--- src/tpl_pkg.sv ---
// Shared types and constants of the tilt PID leveling block.
// No dependencies; used by tpl_ctrl, tpl_datapath and tilt_pid_leveling.
package tpl_pkg;

  localparam int QuatW   = 16;
  localparam int CfgW    = 16;
  localparam int CfgIdxW = 3;
  localparam int CfgNum  = 8;
  localparam int DeltaW  = 17;
  localparam int PitchW  = 15;
  localparam int CordW   = 38;   // CORDIC x/y, roll inputs grow to ~35 bits
  localparam int AngW    = 20;   // angle accumulator, 2^-16 rad
  localparam int SqW     = 58;   // square root working width
  localparam int PW      = 30;   // asin argument, Q.28 saturated
  localparam int ProdW   = 64;
  localparam int MulAW   = 33;
  localparam int MulBW   = 31;
  localparam int NumW    = 26;   // |e|*1024 plus rounding
  localparam int FracK   = 26;   // reciprocal scaling
  localparam int IntegW  = 32;

  localparam logic signed [AngW-1:0] HalfPi   = 20'sd102944;
  localparam logic signed [AngW-1:0] RollLim  = 20'sd25736;
  localparam logic signed [AngW-1:0] PitchLim = 20'sd12868;

  typedef enum logic [CfgIdxW-1:0] {
    REG_ROLL_KP, REG_ROLL_KI, REG_ROLL_KD,
    REG_PITCH_KP, REG_PITCH_KI, REG_PITCH_KD,
    REG_CORR_FLOOR, REG_CORR_CEIL
  } cfg_reg_t;

  typedef enum logic [4:0] {
    OP_NOP, OP_LOAD,
    OP_M0, OP_M1, OP_M2, OP_M3, OP_M4, OP_M5, OP_M6,
    OP_CPRE, OP_CITER, OP_REND,
    OP_PSQ, OP_SQINIT, OP_SQSTEP, OP_SQDONE, OP_PEND,
    OP_P0, OP_P1, OP_P2, OP_P3, OP_P4, OP_P5, OP_P6, OP_P7,
    OP_OUT
  } op_t;

  typedef enum logic [4:0] {
    ST_IDLE,
    ST_M0, ST_M1, ST_M2, ST_M3, ST_M4, ST_M5, ST_M6,
    ST_RPRE, ST_RITER, ST_REND,
    ST_PSQ, ST_SQINIT, ST_SQSTEP, ST_SQDONE,
    ST_PPRE, ST_PITER, ST_PEND,
    ST_P0, ST_P1, ST_P2, ST_P3, ST_P4, ST_P5, ST_P6, ST_P7,
    ST_DONE
  } state_t;

  typedef struct packed {
    op_t  op;
    logic axis;   // 0 roll, 1 pitch
  } dp_cmd_t;

  typedef struct packed {
    logic cy_zero;
    logic iter_last;
    logic bit_last;
  } dp_stat_t;

  function automatic logic signed [AngW-1:0] atan_tab(input logic [3:0] i);
    case (i)
      4'd0:    return 20'sd51472;
      4'd1:    return 20'sd30386;
      4'd2:    return 20'sd16055;
      4'd3:    return 20'sd8150;
      4'd4:    return 20'sd4091;
      4'd5:    return 20'sd2047;
      4'd6:    return 20'sd1024;
      4'd7:    return 20'sd512;
      4'd8:    return 20'sd256;
      4'd9:    return 20'sd128;
      4'd10:   return 20'sd64;
      4'd11:   return 20'sd32;
      4'd12:   return 20'sd16;
      4'd13:   return 20'sd8;
      4'd14:   return 20'sd4;
      default: return 20'sd2;
    endcase
  endfunction

endpackage

--- src/tpl_ctrl.sv ---
// Sequencer of the tilt PID leveling block: one state per datapath step.
// Depends on tpl_pkg.
module tpl_ctrl (
  input  logic               clk,
  input  logic               rst_n,
  input  logic               in_valid,
  output logic               in_stall,
  output logic               out_valid,
  input  logic               out_stall,
  input  tpl_pkg::dp_stat_t  stat,
  output tpl_pkg::dp_cmd_t   cmd
);

  tpl_pkg::state_t state_r, state_nxt;
  logic axis_r, axis_nxt;
  logic out_valid_r, out_valid_nxt;

  always_ff @(posedge clk) begin
    if (!rst_n) begin
      state_r     <= tpl_pkg::ST_IDLE;
      axis_r      <= 1'b0;
      out_valid_r <= 1'b0;
    end else begin
      state_r     <= state_nxt;
      axis_r      <= axis_nxt;
      out_valid_r <= out_valid_nxt;
    end
  end

  always_comb begin
    state_nxt     = state_r;
    axis_nxt      = axis_r;
    out_valid_nxt = out_valid_r && out_stall;
    cmd.op        = tpl_pkg::OP_NOP;
    cmd.axis      = axis_r;
    case (state_r)
      tpl_pkg::ST_IDLE: begin
        if (in_valid) begin
          cmd.op    = tpl_pkg::OP_LOAD;
          state_nxt = tpl_pkg::ST_M0;
        end
      end
      tpl_pkg::ST_M0: begin cmd.op = tpl_pkg::OP_M0; state_nxt = tpl_pkg::ST_M1; end
      tpl_pkg::ST_M1: begin cmd.op = tpl_pkg::OP_M1; state_nxt = tpl_pkg::ST_M2; end
      tpl_pkg::ST_M2: begin cmd.op = tpl_pkg::OP_M2; state_nxt = tpl_pkg::ST_M3; end
      tpl_pkg::ST_M3: begin cmd.op = tpl_pkg::OP_M3; state_nxt = tpl_pkg::ST_M4; end
      tpl_pkg::ST_M4: begin cmd.op = tpl_pkg::OP_M4; state_nxt = tpl_pkg::ST_M5; end
      tpl_pkg::ST_M5: begin cmd.op = tpl_pkg::OP_M5; state_nxt = tpl_pkg::ST_M6; end
      tpl_pkg::ST_M6: begin cmd.op = tpl_pkg::OP_M6; state_nxt = tpl_pkg::ST_RPRE; end
      tpl_pkg::ST_RPRE: begin
        cmd.op    = tpl_pkg::OP_CPRE;
        state_nxt = tpl_pkg::ST_RITER;
      end
      tpl_pkg::ST_RITER: begin
        cmd.op = tpl_pkg::OP_CITER;
        if (stat.cy_zero || stat.iter_last) state_nxt = tpl_pkg::ST_REND;
      end
      tpl_pkg::ST_REND: begin
        cmd.op    = tpl_pkg::OP_REND;
        state_nxt = tpl_pkg::ST_PSQ;
      end
      tpl_pkg::ST_PSQ: begin
        cmd.op    = tpl_pkg::OP_PSQ;
        state_nxt = tpl_pkg::ST_SQINIT;
      end
      tpl_pkg::ST_SQINIT: begin
        cmd.op    = tpl_pkg::OP_SQINIT;
        state_nxt = tpl_pkg::ST_SQSTEP;
      end
      tpl_pkg::ST_SQSTEP: begin
        cmd.op = tpl_pkg::OP_SQSTEP;
        if (stat.bit_last) state_nxt = tpl_pkg::ST_SQDONE;
      end
      tpl_pkg::ST_SQDONE: begin
        cmd.op    = tpl_pkg::OP_SQDONE;
        state_nxt = tpl_pkg::ST_PPRE;
      end
      tpl_pkg::ST_PPRE: begin
        cmd.op    = tpl_pkg::OP_CPRE;
        state_nxt = tpl_pkg::ST_PITER;
      end
      tpl_pkg::ST_PITER: begin
        cmd.op = tpl_pkg::OP_CITER;
        if (stat.cy_zero || stat.iter_last) state_nxt = tpl_pkg::ST_PEND;
      end
      tpl_pkg::ST_PEND: begin
        cmd.op    = tpl_pkg::OP_PEND;
        axis_nxt  = 1'b0;
        state_nxt = tpl_pkg::ST_P0;
      end
      tpl_pkg::ST_P0: begin cmd.op = tpl_pkg::OP_P0; state_nxt = tpl_pkg::ST_P1; end
      tpl_pkg::ST_P1: begin cmd.op = tpl_pkg::OP_P1; state_nxt = tpl_pkg::ST_P2; end
      tpl_pkg::ST_P2: begin cmd.op = tpl_pkg::OP_P2; state_nxt = tpl_pkg::ST_P3; end
      tpl_pkg::ST_P3: begin cmd.op = tpl_pkg::OP_P3; state_nxt = tpl_pkg::ST_P4; end
      tpl_pkg::ST_P4: begin cmd.op = tpl_pkg::OP_P4; state_nxt = tpl_pkg::ST_P5; end
      tpl_pkg::ST_P5: begin cmd.op = tpl_pkg::OP_P5; state_nxt = tpl_pkg::ST_P6; end
      tpl_pkg::ST_P6: begin cmd.op = tpl_pkg::OP_P6; state_nxt = tpl_pkg::ST_P7; end
      tpl_pkg::ST_P7: begin
        cmd.op = tpl_pkg::OP_P7;
        if (axis_r) begin
          state_nxt = tpl_pkg::ST_DONE;
        end else begin
          axis_nxt  = 1'b1;
          state_nxt = tpl_pkg::ST_P0;
        end
      end
      tpl_pkg::ST_DONE: begin
        // wait for the output word slot to free up
        if (!out_valid_r || !out_stall) begin
          cmd.op        = tpl_pkg::OP_OUT;
          out_valid_nxt = 1'b1;
          state_nxt     = tpl_pkg::ST_IDLE;
        end
      end
      default: state_nxt = tpl_pkg::ST_IDLE;
    endcase
  end

  assign in_stall  = (state_r != tpl_pkg::ST_IDLE);
  assign out_valid = out_valid_r;

endmodule

--- config.mk ---
export PLATFORM = sky130hd
export DESIGN_NAME = tpl_ctrl
export DESIGN_NICKNAME = d
export VERILOG_FILES = /design/src/tpl_pkg.sv /design/src/tpl_ctrl.sv
export SDC_FILE = /design/constraint.sdc
export NUM_CORES = 1
export LEC_CHECK = 0
export BUFFER_PORTS_ARGS = -buffer_cell sky130_fd_sc_hd__buf_2
export CAP_MARGIN = 30
export CELL_PAD_IN_SITES_DETAIL_PLACEMENT = 1
export CELL_PAD_IN_SITES_GLOBAL_PLACEMENT = 2
export CORE_MARGIN = 8
export CORE_UTILIZATION = 27
export CTS_CLUSTER_SIZE = 28
export DETAILED_ROUTE_END_ITERATION = 10
export GPL_TIMING_DRIVEN = 0
export HOLD_SLACK_MARGIN = 0.06
export PLACE_DENSITY = 0.78
export SETUP_SLACK_MARGIN = 0.1
export SLEW_MARGIN = 10
export SYNTH_ARGS = -nofsm -noshare
export SYNTH_HDL_FRONTEND = slang
export SYNTH_SLANG_ARGS = --single-unit
export TNS_END_PERCENT = 50
--- constraint.sdc ---
create_clock -name clk -period 2.04 [get_ports clk]
set_input_delay 0.204 -clock clk [delete_from_list [all_inputs] [get_ports clk]]
set_output_delay 0.204 -clock clk [all_outputs]
set_load 0.05 [all_outputs]
==> impl_metrics.csv, run 1 <==
group,metric,value,unit
run_status,status,"completed",
synthesis,synthArstFlopShare,0,%
synthesis,syn_area_per_cell,7.13,um^2
floorplanning,die_x,62.5,um
synthesis,synth_area,584,um^2
timing,fin_crit_sh,91.8,%
worst_setup_path,worstPathMaxFanout,10,
synthesis,synth.distinct_cells,35,
pwr,seqPwrFrac,29.7,%
floorplanning,die_h,62.5,um
timing,finalClockSkew,0.00612,ns
final_layout,final_cell_mix,"buf_2 (11), nor2_1 (7), dfxtp_1 (7)",
synthesis,synth_enable_flop_cells,0,
worst_setup_path,critical_path_class,"reg -> out",
clocking,clock_path_buffers,2,
drt,wl_per_cell,15.4,um
pwr,power.share.combinational,41.6,%
global_routing,grt_pass1_vias,695,
pwr,clkPwrFrac,28.7,%
worst_setup_path,cp.required,1.84,ns
global_routing,grt_usage,10.2,%
final_layout,drive_above_1_share,31.0,%
worst_setup_path,r2r_setup_slack,0.40,ns
placed_design,placed_cells,124,
pwr,ir_worst_vdd,0.188,mV
drt,drc,0,
global_routing,antenna_found_initial,0,
timing,tns,0,ns
timing,final-setup-viol-count,0,
pwr,p_per_area,653,mW/mm^2
floorplanning,core,0.00213,mm^2
drt,antenna_left,0,
final_layout,num_antenna_cells,0,
synthesis,syn-num-nets,89,
worst_setup_path,r2r_cells,5,
floorplanning,ios,15,
worst_setup_path,cp.arrival,1.67,ns
clocking,htreeDepth,1,
worst_setup_path,r2r_end,"state_r[0]",
synthesis,yosysWarnings,0,
timing,max_freq,534,MHz
worst_setup_path,critPathCapture,"cmd[1]",
drt,routed_wl,1970,um
floorplanning,num_rows,17,
placed_design,pre_cts_ws,0.263,ns
drt,vias,714,
final_layout,fin_cells,128,
timing,timing.hold.ws,0.268,ns
placed_design,place.gp.congestion,0.882,
pwr,switching_power,0.207,mW
timing,worstMarginPinSlew,0.423,ns
worst_setup_path,r2r-start,"state_r[0]",
global_routing,grt_max_degree,11,
worst_setup_path,crit_start,"state_r[1]",
global_routing,grt_overflow_total,0,
clocking,cts_tree,"done",
pwr,p_leak,0.296,nW
floorplanning,dieArea,0.00391,mm^2
timing,slew_headroom,71.8,%
placed_design,post-dp-hpwl,1440,um
timing,finalCriticalPeriod,1.87,ns
pwr,swShare,42.1,%
worst_setup_path,cp-end-kind,"output pin",
placed_design,port_buffers,14,
synthesis,synth_seq_cells,7,
synthesis,synthesis.instances,82,
final_layout,nFillCells,276,
worst_setup_path,startpoint_type,"flip-flop",
drt,dr.pass1.iters,4,
timing,finalHoldViolations,0,
final_layout,fin_nets,108,
final_layout,areaGrowthSynthToFinish,28.7,%
timing,finalMaxSlewViolations,0,
clocking,cts_sinks,7,
pwr,p_int,0.284,mW
global_routing,grt_pass1_wl,3350,um
pwr,finalPower,0.491,mW
clocking,numCtsBuffers,3,
timing,setup_slack,0.168,ns
drt,first_iter_violations,14,
synthesis,synth_ff_type,"dfxtp_1",
final_layout,layout_commonest_cell,"buf_2",
run,maxCapViolations,0,
timing,rsz0062_at_grt,"yes",
floorplanning,start_util,27.5,%
clocking,clkTransAtPathRegs,0.06,ns
clocking,cts_root_buffer,"clkbuf_4",
drt,via_per_inst,5.58,
clocking,clock_latency,0.27,ns
min_path,hp-class,"in -> reg",
synthesis,ys_seq_area_share,24.0,%
-- per-stage QoR --
step	util, %	instance area [um^2]
6_report	35.4	752
2_1_floorplan	-	589
3_3_place_gp	32.6	694
5_1_grt	35.4	752
3_5_place_dp	32.6	694
4_1_cts	34.4	731
-- worst max-delay path, stage by stage, from the launching register on --
cell      delay, ns
dfxtp_1        0.31
clkbuf_2       0.20
nor2_2         0.27
xnor2_1        0.09
o21ai_0        0.21
o31ai_2        0.10
clkbuf_4       0.22
-- cells in the mapped netlist, drive strengths merged, types with 2 or more instances --
cell | number | area (um^2)
nor2 | 8 | 30.0
a21oi | 7 | 35.0
dfxtp | 7 | 140
nand2 | 6 | 22.5
o21ai | 6 | 30.0
buf | 4 | 22.5
inv | 4 | 15.0
o31ai | 4 | 30.0
and3 | 3 | 18.8
clkbuf | 3 | 11.3
nor2b | 3 | 18.8
nor3 | 2 | 10.0
o211ai | 2 | 15.0
o22ai | 2 | 12.5
xnor2 | 2 | 17.5
-- layout make-up --
cell class / count / area, um^2 / share of cell area (%)
plain buffers: 7 / 46.3 / 6.16
clock buffers: 4 / 26.3 / 3.49
inverters: 4 / 15.0 / 2.00
multi-input cells: 64 / 409 / 54.4
flip-flops and latches: 7 / 140 / 18.6
well taps: 28 / 35.0 / 4.66
repair buffers: 14 / 80.1 / 10.6
-- how the worst min path moves through the flow --
stage | depth (start not counted) | from | slack [ns] | endpoint
floorplan | 1 | rst_n | 0.33 | out_valid
global placement | 2 | axis_r | 0.50 | axis_r
detailed placement | 2 | axis_r | 0.50 | axis_r
CTS | 3 | rst_n | 0.27 | state_r[4]
global route | 2 | rst_n | 0.28 | axis_r
finish | 3 | rst_n | 0.27 | state_r[4]
-- cells by family after synthesis --
logic type	after synthesis	synth area share, %
xor gates and xnor gates	2	3.00
buffers and inverters	11	8.35
AOI/OAI and AO/OA	31	36.8
muxes	1	1.71
and+or+nand+nor	30	26.1
DFF	7	24.0
-- timing repair --
item                       in CTS  in global routing
gates resized for setup         5                 11
setup endpoints to repair       4                  4
hold buffers                    0                  0
buffers inserted                0                  0
-- power by group through the flow --
| stage | registers, mW | logic (mW) | clock network (mW) |
|---|---|---|---|
| floorplan | 0.148 | 0.142 | 0 |
| global placement | 0.148 | 0.186 | 0 |
| detailed placement | 0.148 | 0.189 | 0 |
| CTS | 0.146 | 0.196 | 0.141 |
| global route | 0.147 | 0.223 | 0.153 |
| finish | 0.146 | 0.204 | 0.141 |
-- flip-flops by register name, summed over array words and instances (netlist names) --
signal,flops
out_valid,1
state_r,5
axis_r,1
-- routing by layer --
metal	part of all wire (%)	wire length, um	global-route usage, %
met3	5.5	109	2.33
met4	4.4	87	7.41
met5	0	0	0
met2	45	890	15.9
met1	45	887	12.0
No activity file was read; power rests on OpenSTA's default activity.
==> inputs of run 2 (changes only) <==
--- a/config.mk
+++ b/config.mk
@@ -10,12 +10,12 @@
 export CELL_PAD_IN_SITES_DETAIL_PLACEMENT = 1
 export CELL_PAD_IN_SITES_GLOBAL_PLACEMENT = 2
 export CORE_MARGIN = 8
-export CORE_UTILIZATION = 27
+export CORE_UTILIZATION = 24
 export CTS_CLUSTER_SIZE = 28
 export DETAILED_ROUTE_END_ITERATION = 10
 export GPL_TIMING_DRIVEN = 0
 export HOLD_SLACK_MARGIN = 0.06
-export PLACE_DENSITY = 0.78
+export PLACE_DENSITY = 0.74
 export SETUP_SLACK_MARGIN = 0.1
 export SLEW_MARGIN = 10
 export SYNTH_ARGS = -nofsm -noshare
==> constraint.sdc (replaced) <==
create_clock -name clk -period 1.6 [get_ports clk]
set_input_delay 0.08 -clock clk [delete_from_list [all_inputs] [get_ports clk]]
set_output_delay 0.08 -clock clk [all_outputs]
set_load 0.05 [all_outputs]
==> impl_metrics.csv, run 2 (same netlist as run 1, synthesis figures left out) <==
group,metric,value,unit
worst_setup_path,cp.arrival,1.51,ns
clocking,cts_hold_buf,0,
floorplanning,ios,15,
placed_design,post-dp-hpwl,1480,um
global_routing,grt_pass1_vias,832,
clocking,clock_latency,0.25,ns
clocking,cts_root_buffer,"clkbuf_4",
timing,fin_crit_sh,99.7,%
placed_design,place.gp.congestion,0.827,
timing,finalMaxSlewViolations,0,
drt,via_per_inst,5.42,
final_layout,final_cell_mix,"buf_6 (10), buf_2 (8), buf_4 (7)",
floorplanning,die_x,65.3,um
clocking,cts_sinks,7,
global_routing,grt_overflow_total,0,
final_layout,fin_nets,116,
timing,finalClockSkew,0.00242,ns
pwr,clkPwrFrac,22.2,%
floorplanning,core,0.00239,mm^2
pwr,p_int,0.448,mW
worst_setup_path,startpoint_type,"flip-flop",
drt,vias,748,
pwr,ir_worst_vdd,0.396,mV
drt,drc,0,
final_layout,areaGrowthSynthToFinish,74.9,%
timing,finalCriticalPeriod,1.59,ns
worst_setup_path,critical_path_class,"reg -> out",
global_routing,grt_pass1_wl,3950,um
worst_setup_path,worstPathMaxFanout,7,
timing,rsz0062_at_grt,"yes",
global_routing,antenna_found_initial,0,
drt,dr.pass1.iters,4,
pwr,seqPwrFrac,25.0,%
global_routing,grt_max_degree,11,
worst_setup_path,cp.required,1.52,ns
pwr,finalPower,0.750,mW
floorplanning,die_h,65.3,um
clocking,htreeDepth,1,
final_layout,top_register,"state_r",
placed_design,port_buffers,14,
drt,first_iter_violations,13,
final_layout,largest_register_ffs,5,
worst_setup_path,cp-end-kind,"output pin",
timing,slew_headroom,78.3,%
timing,timing.hold.ws,0.166,ns
floorplanning,start_util,24.5,%
final_layout,num_antenna_cells,0,
run_status,status,"completed",
timing,worstMarginPinSlew,0.324,ns
pwr,switching_power,0.302,mW
floorplanning,dieArea,0.00427,mm^2
drt,wl_per_cell,16.7,um
clocking,clkTransAtPathRegs,0.06,ns
drt,antenna_left,0,
global_routing,grt_usage,11.3,%
pwr,p_leak,0.396,nW
clocking,clock_path_buffers,2,
pwr,swShare,40.2,%
run,maxCapViolations,0,
pwr,power.share.combinational,52.8,%
pwr,p_per_area,734,mW/mm^2
clocking,cts_tree,"done",
final_layout,layout_commonest_cell,"buf_6",
floorplanning,num_rows,18,
timing,max_freq,627,MHz
clocking,numCtsBuffers,3,
timing,finalHoldViolations,0,
timing,final-setup-viol-count,0,
min_path,hp-class,"in -> reg",
final_layout,drive_above_1_share,53.7,%
drt,routed_wl,2310,um
## run 2: metal layers
metal	vias up	GRT usage [%]	part of all wire, %
li1	353	-	-
met1	367	12.4	43
met2	22	21.0	52
met3	6	3.74	4.2
met4	0	1.63	0.52
met5	-	0	0
## run 2: final cells by class
| type | count | area, um^2 |
|---|---|---|
| fillers | 297 | 1370 |
| multi-input cells | 64 | 517 |
| repair buffers | 22 | 184 |
| flip-flops and latches | 7 | 146 |
| plain buffers | 7 | 93.8 |
| well taps | 30 | 37.5 |
| clock buffers | 4 | 26.3 |
| inverters | 4 | 17.5 |
## run 2: metrics by stage
step / setup TNS [ns] / cell area [um^2] / worst slack, ns / instances / utilization, %
2_1_floorplan: -0.221 / 611 / -0.102 / 82 / -
3_3_place_gp: -0.245 / 718 / -0.114 / 126 / 30.1
3_5_place_dp: -0.164 / 718 / -0.0855 / 126 / 30.1
4_1_cts: -0.00105 / 987 / -0.00105 / 138 / 41.4
5_1_grt: -0.120 / 1020 / -0.0521 / 138 / 42.8
6_report: 0 / 1020 / 0.00533 / 138 / 42.8
## run 2: critical path, cell delays in order (launching register included)
cell and delay, ns:
dfxtp_1 0.32, buf_6 0.13, buf_6 0.13, nor2_2 0.06, o32a_1 0.32, a21oi_4 0.13, buf_6 0.17
## run 2: worst paths after layout
path	cells past startpoint	startpoint	endpoint	slack, ns
worst min register to register	2	axis_r	axis_r	0.51
worst min-delay path	3	rst_n	state_r[4]	0.17
worst max-delay path	6	state_r[0]	cmd[2]	0.005
worst max register to register	6	state_r[0]	state_r[3]	0.005
## run 2: what timing repair did
action,in CTS,in global routing
buffers inserted,8,0
endpoints found under the setup margin,9,9
pin swaps,10,3
hold endpoints to repair,0,0
resized for setup,54,8
## run 2: power groups by stage
stage / sequential (mW) / combinational, mW / clock, mW
finish: 0.188 / 0.396 / 0.167
global route: 0.188 / 0.418 / 0.186
CTS: 0.189 / 0.376 / 0.173
detailed placement: 0.189 / 0.251 / 0
global placement: 0.189 / 0.251 / 0
floorplan: 0.189 / 0.192 / 0
==> inputs of run 3 (changes only) <==
--- a/config.mk
+++ b/config.mk
@@ -16,6 +16,7 @@
 export GPL_TIMING_DRIVEN = 0
 export HOLD_SLACK_MARGIN = 0.06
 export PLACE_DENSITY = 0.74
+export REMOVE_ABC_BUFFERS = 1
 export SETUP_SLACK_MARGIN = 0.1
 export SLEW_MARGIN = 10
 export SYNTH_ARGS = -nofsm -noshare
==> constraint.sdc (replaced) <==
create_clock -name clk -period 1.6 [get_ports clk]
set_input_delay 0.08 -clock clk [delete_from_list [all_inputs] [get_ports clk]]
set_output_delay 0.08 -clock clk [all_outputs]
set_load 0.1 [all_outputs]
==> impl_metrics.csv, run 3 (same netlist as run 1, synthesis figures left out) <==
group,metric,value,unit
global_routing,grt_pass1_vias,689,
clocking,clkTransAtPathRegs,0.05,ns
worst_setup_path,startpoint_type,"flip-flop",
pwr,finalPower,0.742,mW
worst_setup_path,critical_path_class,"reg -> out",
worst_setup_path,max_stage_delay,0.39,ns
clocking,numCtsBuffers,3,
timing,tns,-0.0247,ns
placed_design,post-dp-hpwl,1370,um
min_path,hp-class,"in -> reg",
floorplanning,ios,15,
final_layout,nFillCells,319,
timing,worstMarginPinSlew,0.489,ns
worst_setup_path,cp.required,1.52,ns
timing,rsz0062_at_grt,"yes",
pwr,p_per_area,858,mW/mm^2
timing,max_freq,616,MHz
clocking,cts_root_buffer,"clkbuf_4",
floorplanning,die_x,65.3,um
final_layout,num_antenna_cells,0,
drt,via_per_inst,5.25,
worst_setup_path,worstPathMaxFanout,12,
placed_design,place.gp.congestion,0.781,
clocking,clock_path_buffers,2,
drt,antenna_left,0,
timing,fin_crit_sh,101,%
timing,setup_slack,-0.0227,ns
final_layout,multi_input_area,448,um^2
global_routing,grt_max_degree,16,
global_routing,antenna_found_initial,0,
final_layout,seq_area,159,um^2
clocking,cts_sinks,7,
drt,wl_per_cell,16.4,um
final_layout,largest_register_ffs,5,
timing,timing.hold.ws,0.146,ns
drt,drc,0,
drt,dr.pass1.iters,4,
timing,slew_headroom,67.6,%
pwr,ir_worst_vdd,0.462,mV
floorplanning,dieArea,0.00427,mm^2
drt,routed_wl,2150,um
worst_setup_path,cp.arrival,1.54,ns
placed_design,port_buffers,14,
timing,finalCriticalPeriod,1.62,ns
timing,finalClockSkew,0.0110,ns
drt,first_iter_violations,12,
final_layout,final_area,865,um^2
clocking,cts_tree,"done",
worst_setup_path,cp_cell_sequence,"a21oi_2, a31oi_1, o31ai_2, clkbuf_8",
floorplanning,num_rows,18,
timing,finalHoldViolations,0,
floorplanning,core,0.00239,mm^2
worst_setup_path,cp-end-kind,"output pin",
placed_design,placed_cells,119,
final_layout,top_register,"state_r",
run_status,status,"finished with violations",
clocking,clock_latency,0.26,ns
drt,vias,688,
timing,finalMaxSlewViolations,0,
final_layout,drive_above_1_share,42.6,%
final_layout,final_cell_mix,"buf_2 (8), buf_4 (8), nor2_1 (7)",
final_layout,fin_cells,131,
placed_design,post_dp_cell_area,658,um^2
global_routing,grt_usage,10.2,%
final_layout,fin_nets,109,
floorplanning,start_util,24.5,%
final_layout,areaGrowthSynthToFinish,48.0,%
run,maxCapViolations,0,
global_routing,grt_pass1_wl,3350,um
pwr,p_leak,0.328,nW
run_status,violations,"setup timing",
worst_setup_path,slowest_stage,"dfxtp_4",
clocking,htreeDepth,1,
timing,final-setup-viol-count,2,
global_routing,grt_overflow_total,0,
floorplanning,die_h,65.3,um
[run 3: path summary, 6_finish.rpt]
check | to | startpoint | slack (ns) | depth (start not counted)
worst max-delay path | cmd[1] | state_r[0] | -0.02 | 4
worst min-delay path | state_r[4] | rst_n | 0.15 | 3
worst max register to register | state_r[0] | state_r[3] | 0 | 4
worst min register to register | axis_r | axis_r | 0.51 | 2
[run 3: repair_timing]
| action | CTS | global route |
|---|---|---|
| gates cloned | 0 | 0 |
| gates resized for setup | 31 | 11 |
| setup endpoints to repair | 10 | 9 |
| pin swaps | 6 | 2 |
| setup buffers | 8 | 0 |
| hold buffers | 0 | 0 |
[run 3: stage by stage]
step | setup WS [ns] | utilization (%)
3_3_place_gp | -0.342 | 27.6
6_report | -0.0227 | 36.2
3_5_place_dp | -0.331 | 27.6
4_1_cts | -0.0485 | 35.0
5_1_grt | -0.115 | 36.2
2_1_floorplan | -1.82 | -
[run 3: area by class of cell]
class,count,share of cell area [%]
Multi-Input combinational cell,64,51.8
Timing Repair Buffer,22,20.7
Sequential cell,7,18.4
Tap cell,30,4.34
Clock buffer,4,3.04
Inverter,4,1.74
[run 3: routing by layer]
layer	wire length [um]	up-vias	global-route usage, %
met5	0	-	0
met4	8	0	4.09
met3	117	2	3.91
met2	1040	12	16.1
met1	982	331	12.1
li1	-	343	-
[run 3: where the power goes]
group          internal, mW  total, mW  switching [mW]
Sequential            0.181      0.212          0.0308
Clock                0.0958      0.171          0.0749
Combinational         0.124      0.359           0.235
Total                 0.401      0.742           0.341
[run 3: worst max-delay path, delay by kind of cell (launching register included)]
family | cells | cell delay (ns)
AOI/OAI and AO/OA | 3 | 0.59
DFF | 1 | 0.39
buffers and inverters | 1 | 0.31
